### config.mk
export PLATFORM = sky130hd
export DESIGN_NAME = triangle_scanline_span_top
export DESIGN_NICKNAME = d
export VERILOG_FILES = /design/src/rtl/tss_pkg.sv /design/src/rtl/tss_fifo.sv /design/src/rtl/tss_front.sv /design/src/rtl/tss_div.sv /design/src/rtl/tss_back.sv /design/src/rtl/triangle_scanline_span_top.sv
export SDC_FILE = /design/constraint.sdc
export NUM_CORES = 2
export LEC_CHECK = 0
export BUFFER_PORTS_ARGS = -buffer_cell sky130_fd_sc_hd__buf_2
export CAP_MARGIN = 25
export CORE_AREA = 2 2 530 532
export DETAILED_ROUTE_END_ITERATION = 10
export DIE_AREA = 0 0 532 534
export MAX_ROUTING_LAYER = met4
export PLACE_DENSITY = 0.52
export SYNTH_ARGS = -nofsm -noshare
export SYNTH_HDL_FRONTEND = slang
export SYNTH_SLANG_ARGS = --single-unit
### constraint.sdc
create_clock -name clk -period 6.7 [get_ports clk]
set_input_delay 1.34 -clock clk [delete_from_list [all_inputs] [get_ports clk]]
set_output_delay 1.34 -clock clk [all_outputs]
set_load 0.005 [all_outputs]
### src/rtl/tss_pkg.sv
`timescale 1ns / 1ps
`default_nettype none

package tss_pkg;

  localparam int COORD_WIDTH_DEF = 10;
  localparam int NUM_EDGES       = 3;
  localparam int MID_DEPTH       = 4;

  localparam int CFG_IDX_W = 3;
  localparam logic [CFG_IDX_W-1:0] REG_VA_X = 3'd0;
  localparam logic [CFG_IDX_W-1:0] REG_VA_Y = 3'd1;
  localparam logic [CFG_IDX_W-1:0] REG_VB_X = 3'd2;
  localparam logic [CFG_IDX_W-1:0] REG_VB_Y = 3'd3;
  localparam logic [CFG_IDX_W-1:0] REG_VC_X = 3'd4;
  localparam logic [CFG_IDX_W-1:0] REG_VC_Y = 3'd5;

  // act, neg, start column, product, divisor
  function automatic int edge_bits(input int w);
    return 2 + 4 * w;
  endfunction

endpackage

`default_nettype wire

### src/rtl/tss_fifo.sv
`timescale 1ns / 1ps
`default_nettype none

module tss_fifo #(
  parameter int DATA_W = 8,
  parameter int DEPTH  = 4
) (
  input  wire logic              clk,
  input  wire logic              rst_n,
  input  wire logic              push,
  input  wire logic [DATA_W-1:0] wr_data,
  input  wire logic              pop,
  output logic      [DATA_W-1:0] rd_data,
  output logic                   empty
);

  localparam int PTR_W = $clog2(DEPTH);
  localparam int CNT_W = $clog2(DEPTH + 1);

  logic [DATA_W-1:0] mem [DEPTH];
  logic [DATA_W-1:0] rd_data_r;
  logic [PTR_W-1:0]  wr_ptr_r, wr_ptr_nxt;
  logic [PTR_W-1:0]  rd_ptr_r, rd_ptr_nxt;
  logic [CNT_W-1:0]  cnt_r, cnt_nxt;

  assign rd_data = rd_data_r;
  assign empty   = (cnt_r == '0);

  always_comb begin
    wr_ptr_nxt = wr_ptr_r;
    rd_ptr_nxt = rd_ptr_r;
    cnt_nxt    = cnt_r;
    if (push) begin
      wr_ptr_nxt = (wr_ptr_r == PTR_W'(DEPTH - 1)) ? '0 : wr_ptr_r + 1'b1;
    end
    if (pop) begin
      rd_ptr_nxt = (rd_ptr_r == PTR_W'(DEPTH - 1)) ? '0 : rd_ptr_r + 1'b1;
    end
    case ({push, pop})
      2'b10:   cnt_nxt = cnt_r + 1'b1;
      2'b01:   cnt_nxt = cnt_r - 1'b1;
      default: cnt_nxt = cnt_r;
    endcase
  end

  always_ff @(posedge clk) begin
    if (!rst_n) begin
      wr_ptr_r <= '0;
      rd_ptr_r <= '0;
      cnt_r    <= '0;
    end else begin
      wr_ptr_r <= wr_ptr_nxt;
      rd_ptr_r <= rd_ptr_nxt;
      cnt_r    <= cnt_nxt;
    end
  end

  always_ff @(posedge clk) begin
    if (push) begin
      mem[wr_ptr_r] <= wr_data;
    end
    // bypass a write into the slot the read pointer moves to
    rd_data_r <= (push && (wr_ptr_r == rd_ptr_nxt)) ? wr_data : mem[rd_ptr_nxt];
  end

endmodule

`default_nettype wire

### src/rtl/tss_front.sv
`timescale 1ns / 1ps
`default_nettype none

module tss_front import tss_pkg::*; #(
  parameter  int W      = COORD_WIDTH_DEF,
  localparam int ITEM_W = NUM_EDGES * edge_bits(W)
) (
  input  wire logic                 clk,
  input  wire logic                 rst_n,
  input  wire logic                 cfg_valid,
  input  wire logic [CFG_IDX_W-1:0] cfg_index,
  input  wire logic [W-1:0]         cfg_data,
  input  wire logic                 in_push,
  output logic                      in_full,
  input  wire logic [W-1:0]         in_row,
  output logic                      mid_push,
  output logic [ITEM_W-1:0]         mid_data,
  input  wire logic                 mid_pop
);

  localparam int RES_W = $clog2(MID_DEPTH + 1);

  typedef struct packed {
    logic         act;
    logic         neg;
    logic [W-1:0] xa;
    logic [W-1:0] adx;
    logic [W-1:0] t;
    logic [W-1:0] dy;
  } edge_pre_t;

  typedef struct packed {
    logic           act;
    logic           neg;
    logic [W-1:0]   xa;
    logic [2*W-1:0] prod;
    logic [W-1:0]   dy;
  } edge_item_t;

  logic [W-1:0] vx_r [NUM_EDGES];
  logic [W-1:0] vy_r [NUM_EDGES];

  edge_pre_t  [NUM_EDGES-1:0] pre_nxt;
  edge_pre_t  [NUM_EDGES-1:0] pre_r;
  edge_item_t [NUM_EDGES-1:0] item_nxt;
  edge_item_t [NUM_EDGES-1:0] item_r;
  logic                       vld1_r, vld2_r;
  logic [RES_W-1:0]           res_r, res_nxt;
  logic                       in_acc;

  // Vertex registers
  always_ff @(posedge clk) begin
    if (!rst_n) begin
      for (int i = 0; i < NUM_EDGES; i++) begin
        vx_r[i] <= '0;
        vy_r[i] <= '0;
      end
    end else if (cfg_valid) begin
      case (cfg_index)
        REG_VA_X: vx_r[0] <= cfg_data;
        REG_VA_Y: vy_r[0] <= cfg_data;
        REG_VB_X: vx_r[1] <= cfg_data;
        REG_VB_Y: vy_r[1] <= cfg_data;
        REG_VC_X: vx_r[2] <= cfg_data;
        REG_VC_Y: vy_r[2] <= cfg_data;
        default: ;
      endcase
    end
  end

  // Classify each edge against the requested row
  for (genvar e = 0; e < NUM_EDGES; e++) begin : g_cls
    localparam int NB = (e + 1) % NUM_EDGES;
    logic [W-1:0] xa, xb, ya, yb, ylo, yhi;
    logic         in_rng;

    assign xa  = vx_r[e];
    assign xb  = vx_r[NB];
    assign ya  = vy_r[e];
    assign yb  = vy_r[NB];
    assign ylo = (ya < yb) ? ya : yb;
    assign yhi = (ya < yb) ? yb : ya;
    // half-open [lower, upper); a horizontal edge has an empty range
    assign in_rng = (in_row >= ylo) && (in_row < yhi);

    assign pre_nxt[e] = '{
      act: in_rng,
      neg: (xb < xa),
      xa:  xa,
      adx: (xb >= xa) ? (xb - xa) : (xa - xb),
      t:   in_rng ? ((in_row >= ya) ? (in_row - ya) : (ya - in_row)) : '0,
      dy:  in_rng ? (yhi - ylo) : W'(1)
    };

    assign item_nxt[e] = '{
      act:  pre_r[e].act,
      neg:  pre_r[e].neg,
      xa:   pre_r[e].xa,
      prod: (2*W)'(pre_r[e].adx) * (2*W)'(pre_r[e].t),
      dy:   pre_r[e].dy
    };
  end

  assign in_acc   = in_push && !in_full;
  assign in_full  = (res_r == RES_W'(MID_DEPTH));
  assign mid_push = vld2_r;
  assign mid_data = item_r;

  // Reserve a queue slot at accept, release it when the back end takes the request
  always_comb begin
    case ({in_acc, mid_pop})
      2'b10:   res_nxt = res_r + 1'b1;
      2'b01:   res_nxt = res_r - 1'b1;
      default: res_nxt = res_r;
    endcase
  end

  always_ff @(posedge clk) begin
    if (!rst_n) begin
      vld1_r <= 1'b0;
      vld2_r <= 1'b0;
      res_r  <= '0;
    end else begin
      vld1_r <= in_acc;
      vld2_r <= vld1_r;
      res_r  <= res_nxt;
    end
  end

  always_ff @(posedge clk) begin
    pre_r  <= pre_nxt;
    item_r <= item_nxt;
  end

endmodule

`default_nettype wire

### src/rtl/tss_div.sv
`timescale 1ns / 1ps
`default_nettype none

module tss_div import tss_pkg::*; #(
  parameter int W = COORD_WIDTH_DEF
) (
  input  wire logic           clk,
  input  wire logic           in_act,
  input  wire logic           in_neg,
  input  wire logic [W-1:0]   in_xa,
  input  wire logic [2*W-1:0] in_prod,
  input  wire logic [W-1:0]   in_dy,
  output logic                out_act,
  output logic [W-1:0]        out_x
);

  // One quotient bit per stage, MSB first. The last stage keeps no remainder.
  logic [2*W-1:0] rem_r [W-1];
  logic [W-1:0]   dy_r  [W-1];
  logic [W-1:0]   quo_r [W];
  logic           act_r [W];
  logic           neg_r [W];
  logic [W-1:0]   xa_r  [W];
  logic           out_act_r;
  logic [W-1:0]   out_x_r;

  for (genvar k = 0; k < W; k++) begin : g_stage
    logic [2*W-1:0] rem_in, dsh;
    logic [W-1:0]   dy_in, quo_in, xa_in;
    logic           act_in, neg_in, ge;

    if (k == 0) begin : g_first
      assign rem_in = in_prod;
      assign dy_in  = in_dy;
      assign quo_in = '0;
      assign act_in = in_act;
      assign neg_in = in_neg;
      assign xa_in  = in_xa;
    end else begin : g_next
      assign rem_in = rem_r[k-1];
      assign dy_in  = dy_r[k-1];
      assign quo_in = quo_r[k-1];
      assign act_in = act_r[k-1];
      assign neg_in = neg_r[k-1];
      assign xa_in  = xa_r[k-1];
    end

    assign dsh = (2*W)'(dy_in) << (W - 1 - k);
    assign ge  = (rem_in >= dsh);

    always_ff @(posedge clk) begin
      quo_r[k] <= {quo_in[W-2:0], ge};
      act_r[k] <= act_in;
      neg_r[k] <= neg_in;
      xa_r[k]  <= xa_in;
    end

    if (k < W - 1) begin : g_rem
      always_ff @(posedge clk) begin
        rem_r[k] <= ge ? (rem_in - dsh) : rem_in;
        dy_r[k]  <= dy_in;
      end
    end
  end

  // Crossing stays between the edge's end columns, so W bits hold it
  always_ff @(posedge clk) begin
    out_act_r <= act_r[W-1];
    out_x_r   <= neg_r[W-1] ? (xa_r[W-1] - quo_r[W-1]) : (xa_r[W-1] + quo_r[W-1]);
  end

  assign out_act = out_act_r;
  assign out_x   = out_x_r;

endmodule

`default_nettype wire

### src/rtl/tss_back.sv
`timescale 1ns / 1ps
`default_nettype none

module tss_back import tss_pkg::*; #(
  parameter  int W      = COORD_WIDTH_DEF,
  localparam int ITEM_W = NUM_EDGES * edge_bits(W)
) (
  input  wire logic              clk,
  input  wire logic              rst_n,
  input  wire logic              mid_empty,
  input  wire logic [ITEM_W-1:0] mid_data,
  output logic                   mid_pop,
  output logic                   out_empty,
  input  wire logic              out_pop,
  output logic                   out_span_hit,
  output logic [W-1:0]           out_span_left,
  output logic [W-1:0]           out_span_right
);

  localparam int LAT       = W + 2;
  localparam int OUT_DEPTH = LAT + 2;
  localparam int RES_W     = $clog2(OUT_DEPTH + 1);
  localparam int OUT_W     = 1 + 2 * W;

  typedef struct packed {
    logic           act;
    logic           neg;
    logic [W-1:0]   xa;
    logic [2*W-1:0] prod;
    logic [W-1:0]   dy;
  } edge_item_t;

  typedef struct packed {
    logic         hit;
    logic [W-1:0] left;
    logic [W-1:0] right;
  } span_t;

  edge_item_t [NUM_EDGES-1:0] head;
  logic       [NUM_EDGES-1:0] lane_act;
  logic       [W-1:0]         lane_x [NUM_EDGES];
  logic       [W:0]           vld_r;
  logic       [RES_W-1:0]     res_r, res_nxt;
  logic                       issue, out_acc;
  span_t                      span_wr, span_rd;

  assign head    = mid_data;
  // Issue only with an output slot reserved, so the lanes never stall
  assign issue   = !mid_empty && (res_r != RES_W'(OUT_DEPTH));
  assign mid_pop = issue;
  assign out_acc = out_pop && !out_empty;

  for (genvar e = 0; e < NUM_EDGES; e++) begin : g_lane
    tss_div #(.W(W)) u_div (
      .clk     (clk),
      .in_act  (head[e].act),
      .in_neg  (head[e].neg),
      .in_xa   (head[e].xa),
      .in_prod (head[e].prod),
      .in_dy   (head[e].dy),
      .out_act (lane_act[e]),
      .out_x   (lane_x[e])
    );
  end

  // Min and max over the edges that cross the row
  always_comb begin
    span_wr = '0;
    for (int e = 0; e < NUM_EDGES; e++) begin
      if (lane_act[e]) begin
        if (!span_wr.hit) begin
          span_wr.left  = lane_x[e];
          span_wr.right = lane_x[e];
        end else begin
          if (lane_x[e] < span_wr.left) begin
            span_wr.left = lane_x[e];
          end
          if (lane_x[e] > span_wr.right) begin
            span_wr.right = lane_x[e];
          end
        end
        span_wr.hit = 1'b1;
      end
    end
  end

  always_comb begin
    case ({issue, out_acc})
      2'b10:   res_nxt = res_r + 1'b1;
      2'b01:   res_nxt = res_r - 1'b1;
      default: res_nxt = res_r;
    endcase
  end

  always_ff @(posedge clk) begin
    if (!rst_n) begin
      vld_r <= '0;
      res_r <= '0;
    end else begin
      vld_r <= {vld_r[W-1:0], issue};
      res_r <= res_nxt;
    end
  end

  tss_fifo #(.DATA_W(OUT_W), .DEPTH(OUT_DEPTH)) u_out_q (
    .clk     (clk),
    .rst_n   (rst_n),
    .push    (vld_r[W]),
    .wr_data (span_wr),
    .pop     (out_acc),
    .rd_data (span_rd),
    .empty   (out_empty)
  );

  assign out_span_hit   = span_rd.hit;
  assign out_span_left  = span_rd.left;
  assign out_span_right = span_rd.right;

endmodule

`default_nettype wire

### src/rtl/triangle_scanline_span_top.sv
`timescale 1ns / 1ps
`default_nettype none

// Channel   Handshake               Payload
// in_       push / full             row
// out_      empty / pop             span_hit, span_left, span_right
// cfg_      valid / ready           index, data (vertex registers 0..5)
//
// Sustains one row per cycle unless in_full is high or the back end holds issue;
// each span comes from the restoring divider, which resolves one quotient bit per stage.
// Reset is synchronous and returns all vertex registers to zero; no clearing pass.
// in_full rises once the four-slot queue behind the front end is spoken for; the
// back end holds issue when the output queue has no free slot. cfg_ready stays high.

module triangle_scanline_span_top import tss_pkg::*; #(
  parameter  int COORD_WIDTH = COORD_WIDTH_DEF,
  localparam int ITEM_W      = NUM_EDGES * edge_bits(COORD_WIDTH)
) (
  input  wire logic                   clk,
  input  wire logic                   rst_n,
  input  wire logic                   in_push,
  output logic                        in_full,
  input  wire logic [COORD_WIDTH-1:0] in_row,
  output logic                        out_empty,
  input  wire logic                   out_pop,
  output logic                        out_span_hit,
  output logic [COORD_WIDTH-1:0]      out_span_left,
  output logic [COORD_WIDTH-1:0]      out_span_right,
  input  wire logic                   cfg_valid,
  output logic                        cfg_ready,
  input  wire logic [CFG_IDX_W-1:0]   cfg_index,
  input  wire logic [COORD_WIDTH-1:0] cfg_data
);

  logic              mid_push, mid_pop, mid_empty;
  logic [ITEM_W-1:0] mid_wr, mid_rd;

  assign cfg_ready = 1'b1;

  tss_front #(.W(COORD_WIDTH)) u_front (
    .clk       (clk),
    .rst_n     (rst_n),
    .cfg_valid (cfg_valid),
    .cfg_index (cfg_index),
    .cfg_data  (cfg_data),
    .in_push   (in_push),
    .in_full   (in_full),
    .in_row    (in_row),
    .mid_push  (mid_push),
    .mid_data  (mid_wr),
    .mid_pop   (mid_pop)
  );

  tss_fifo #(.DATA_W(ITEM_W), .DEPTH(MID_DEPTH)) u_mid_q (
    .clk     (clk),
    .rst_n   (rst_n),
    .push    (mid_push),
    .wr_data (mid_wr),
    .pop     (mid_pop),
    .rd_data (mid_rd),
    .empty   (mid_empty)
  );

  tss_back #(.W(COORD_WIDTH)) u_back (
    .clk            (clk),
    .rst_n          (rst_n),
    .mid_empty      (mid_empty),
    .mid_data       (mid_rd),
    .mid_pop        (mid_pop),
    .out_empty      (out_empty),
    .out_pop        (out_pop),
    .out_span_hit   (out_span_hit),
    .out_span_left  (out_span_left),
    .out_span_right (out_span_right)
  );

endmodule

`default_nettype wire

==> flow_summary.json <==
{
  "max-clock-path-buffers": 4,
  "fmax_mhz": 170,
  "clk_root_buffer_cell": "clkbuf_16",
  "required_ns": 7.26,
  "skew_ns": 0.0777,
  "grt_pass1_vias": 64400,
  "layout.nets": 9890,
  "clock_latency_ns": 0.95,
  "syn_nets": 9675,
  "drt_iter0_drc": 3710,
  "drive_gt1_frac": 0.101,
  "antenna_found_initial": 8,
  "synth_top_area_frac": 0.317,
  "coreArea_sq_um": 278000,
  "synthArstFlopShare": 0,
  "path_class": "reg -> reg",
  "yosysWarnings": 0,
  "ir_drop_v": 0.000277,
  "ys_seq_area_frac": 0.562,
  "dp.cells": 12300,
  "cts_buffers": 288,
  "worst_path_most_repeated_cell": "o21a_1",
  "hold_end": "u_back.g_lane[0].u_div.quo_r[3][3]$_DFF_P_",
  "synth_area_leader_cell": "dfxtp_1",
  "dieArea_sq_um": 284000,
  "ff2ff_path_depth": 20,
  "slowest_stage": "mux2i_1",
  "cp-startpoint": "u_back.g_lane[0].u_div.out_act$_DFF_P_",
  "holdCritPathClass": "reg -> reg",
  "numPortBuffers": 50,
  "synth-edff-count": 858,
  "cts_sinks": 2523,
  "via_per_inst": 4.85,
  "overflow": 0,
  "die_h_um": 534,
  "initial_core_util": 0.378,
  "layout_min_cycle_time_ns": 5.89,
  "routabilityCongestion": 0.901,
  "wl_um": 235000,
  "grt_max_degree": 108,
  "ctsResizeCount": 0,
  "vias": 62200,
  "outcome": "finished clean",
  "synth_ff_type": "dfxtp_1",
  "hpwl_um": 171000,
  "final_cells": 12800,
  "hold_violations": 0,
  "wire_per_inst_um": 18.3,
  "fillers": 25700,
  "yosys-top-cells-area": "dfxtp_1, edfxtp_1, ha_1",
  "leakagePower_nw": 49.7,
  "htreeDepth": 5,
  "num_io_pins": 52,
  "cts_hold_buf": 0,
  "syn_area_sq_um": 105000,
  "path_cells": "nand2_1, ha_1, a21o_1, a21o_1, a211oi_1, o21a_1, a31oi_1, o21a_1, a32oi_1, ha_1, nor2b_1, o21a_1, o21a_1, o21ai_0, nand2b_1, a21oi_1, nor2b_1, o21ai_0, a211o_1, mux2i_1",
  "maxSlewViolCount": 0,
  "syn_avg_cell_area_sq_um": 12.1,
  "crit_path_end_kind": "flop",
  "max_slew.worst_pin.slew_ns": 1.05,
  "whs_path_depth": 0,
  "synth_cell_types": 81,
  "finalSetupTns_ns": 0,
  "r2r_slack_ns": 0.81,
  "r2r_end": "u_back.u_out_q.mem[3][6]$_DFFE_PP_",
  "first_pass_iters": 5,
  "path_clk_slew_ns": 0.06,
  "drc": 0,
  "cts_tree": "done",
  "ys_seq_elements": 2523,
  "period_share": 0.879,
  "finalSetupViolCount": 0,
  "final_cell_mix": "dfxtp_1, inv_1, edfxtp_1, ha_1, nand2_1",
  "die-width_um": 532,
  "p_per_area_nw_per_um2": 515,
  "netlist_instances": 8674,
  "worstSetupStartpointType": "flop",
  "worstPathMaxFanout": 15,
  "min-delay-start": "u_back.g_lane[0].u_div.quo_r[2][2]$_DFF_P_",
  "grt.total_usage": 0.170,
  "cts_setup_buffers": 0,
  "final_common_cell": "dfxtp_1",
  "critPathArrivalTime_ns": 6.45,
  "cap_violations": 0,
  "relSlewSlack": 0.281,
  "grt_pass1_wl_um": 370000,
  "reg2reg_from": "u_back.g_lane[0].u_div.out_act$_DFF_P_",
  "drtAntennaViolNets": 0,
  "critPathMaxStageDelay_ns": 0.93,
  "rsz0062_at_grt": "false",
  "rows": 194,
  "area_growth_pct": 13.8
}
[power by group]
group | switching [mW] | internal [mW] | total (mW)
clock network | 5.99 | 9.53 | 15.5
logic | 12.1 | 9.60 | 21.7
registers | 3.01 | 21.4 | 24.4
[kinds of logic after synthesis]
kind of cell | after synthesis | synth area share
xor gates and xnor gates | 428 | 0.0356
adders and majority gates | 973 | 0.132
buffers and inverters | 1093 | 0.0393
other | 1 | 0.0000357
muxes | 380 | 0.0613
DFF | 2523 | 0.562
and+or+nand+nor | 1933 | 0.0909
AOI/OAI and AO/OA | 1343 | 0.0786
[layer usage]
| layer | global-route usage | vias to the layer above | routed length (um) |
|---|---|---|---|
| met5 | - | - | 0 |
| met4 | 0.0575 | 0 | 7440 |
| met3 | 0.0225 | 378 | 7870 |
| met2 | 0.280 | 1076 | 111000 |
| met1 | 0.215 | 30200 | 108000 |
| li1 | - | 30500 | - |
[sequential cells by signal (all words and copies together), names as in the netlist, 11 cells and up, named ones only]
register / count
u_back.g_lane.u_div.rem_r: 540
u_front.item_nxt: 66
u_back.g_lane.u_div.out_x: 30
u_back.g_lane.u_div.xa_r: 300
u_mid_q.mem: 504
u_back.g_lane.u_div.dy_r: 270
u_front.vy_r: 30
u_front.pre_r: 60
u_front.mid_data: 126
u_back.u_out_q.mem: 294
u_back.g_lane.u_div.quo_r: 165
u_front.vx_r: 30
u_back.vld_r: 11
u_back.g_lane.u_div.act_r: 30
u_back.g_lane.u_div.neg_r: 30
[synthesized netlist by cell type (14+ instances only)]
cell type  number
nand3_1        81
a211oi_1       16
a21oi_1       418
buf_2          18
ha_1          741
and2_1        202
and3_1         24
dfxtp_1      1665
buf_1          17
edfxtp_1      858
mux4_2        204
o21ai_0       375
nand2_1       548
xnor2_1       275
o21bai_1       30
mux2_2         74
fa_1          232
nand3b_1       17
nor3b_1        20
a21o_1        138
nor2b_1       117
nand4_1        66
a22oi_1        14
a31oi_1        29
clkbuf_1      176
or3_1          47
nand2b_1      106
xor2_1        153
nand4b_1       19
inv_1         880
mux2i_1       102
nor3_1        131
o31ai_1        54
a21boi_0       79
o211ai_1       15
nor4b_1        17
o21a_1         46
nor4_1         52
nor2_1        442
[how the worst max path moves through the flow]
| stage | slack [ns] | end | cells past startpoint |
|---|---|---|---|
| 2_1_floorplan | 1.57 | u_front.mid_data[66]$_DFF_P_ | 21 |
| 3_3_place_gp | 0.98 | u_back.u_out_q.mem[12][2]$_DFFE_PP_ | 20 |
| 3_5_place_dp | 0.81 | u_back.u_out_q.mem[2][3]$_DFFE_PP_ | 20 |
| 4_1_cts | 0.80 | u_back.u_out_q.mem[0][3]$_DFFE_PP_ | 20 |
| 5_1_grt | 0.33 | u_back.u_out_q.mem[3][6]$_DFFE_PP_ | 20 |
| 6_report | 0.81 | u_back.u_out_q.mem[3][6]$_DFFE_PP_ | 20 |
[final cells by class]
type	count	area, sq um	area share
sequential	2523	59100	0.494
clock inverter	102	1280	0.0107
multi-input combinational	5058	42100	0.352
tap	3724	4660	0.0389
antenna	7	17.5	0.000146
inverter	880	3300	0.0276
timing repair buffer	138	986	0.00824
clock buffer	393	8230	0.0688
[per-stage QoR]
| stage | setup WS, ns | hold WS (ns) | util | power (mW) | area [sq um] |
|---|---|---|---|---|---|
| after floorplan | 1.57 | 0.310 | - | 40.1 | 105000 |
| after global placement | 0.983 | 0.311 | 0.396 | 46.0 | 110000 |
| after detailed placement | 0.813 | 0.312 | 0.396 | 46.5 | 110000 |
| after CTS | 0.802 | 0.305 | 0.430 | 62.3 | 120000 |
| after global routing | 0.332 | 0.310 | 0.430 | 66.4 | 120000 |
| final | 0.808 | 0.308 | 0.430 | 61.6 | 120000 |
[worst max-delay path: cells and delay by family, from the launching register on]
| family | cells | cell delay (ns) |
|---|---|---|
| AO/OA/AOI/OAI | 13 | 2.95 |
| multiplexers | 1 | 0.93 |
| adder cells (fa/ha/maj) | 2 | 0.64 |
| flip-flops | 1 | 0.63 |
| AND/OR/NAND/NOR | 4 | 0.38 |
Power figures use the tool's default switching activity.
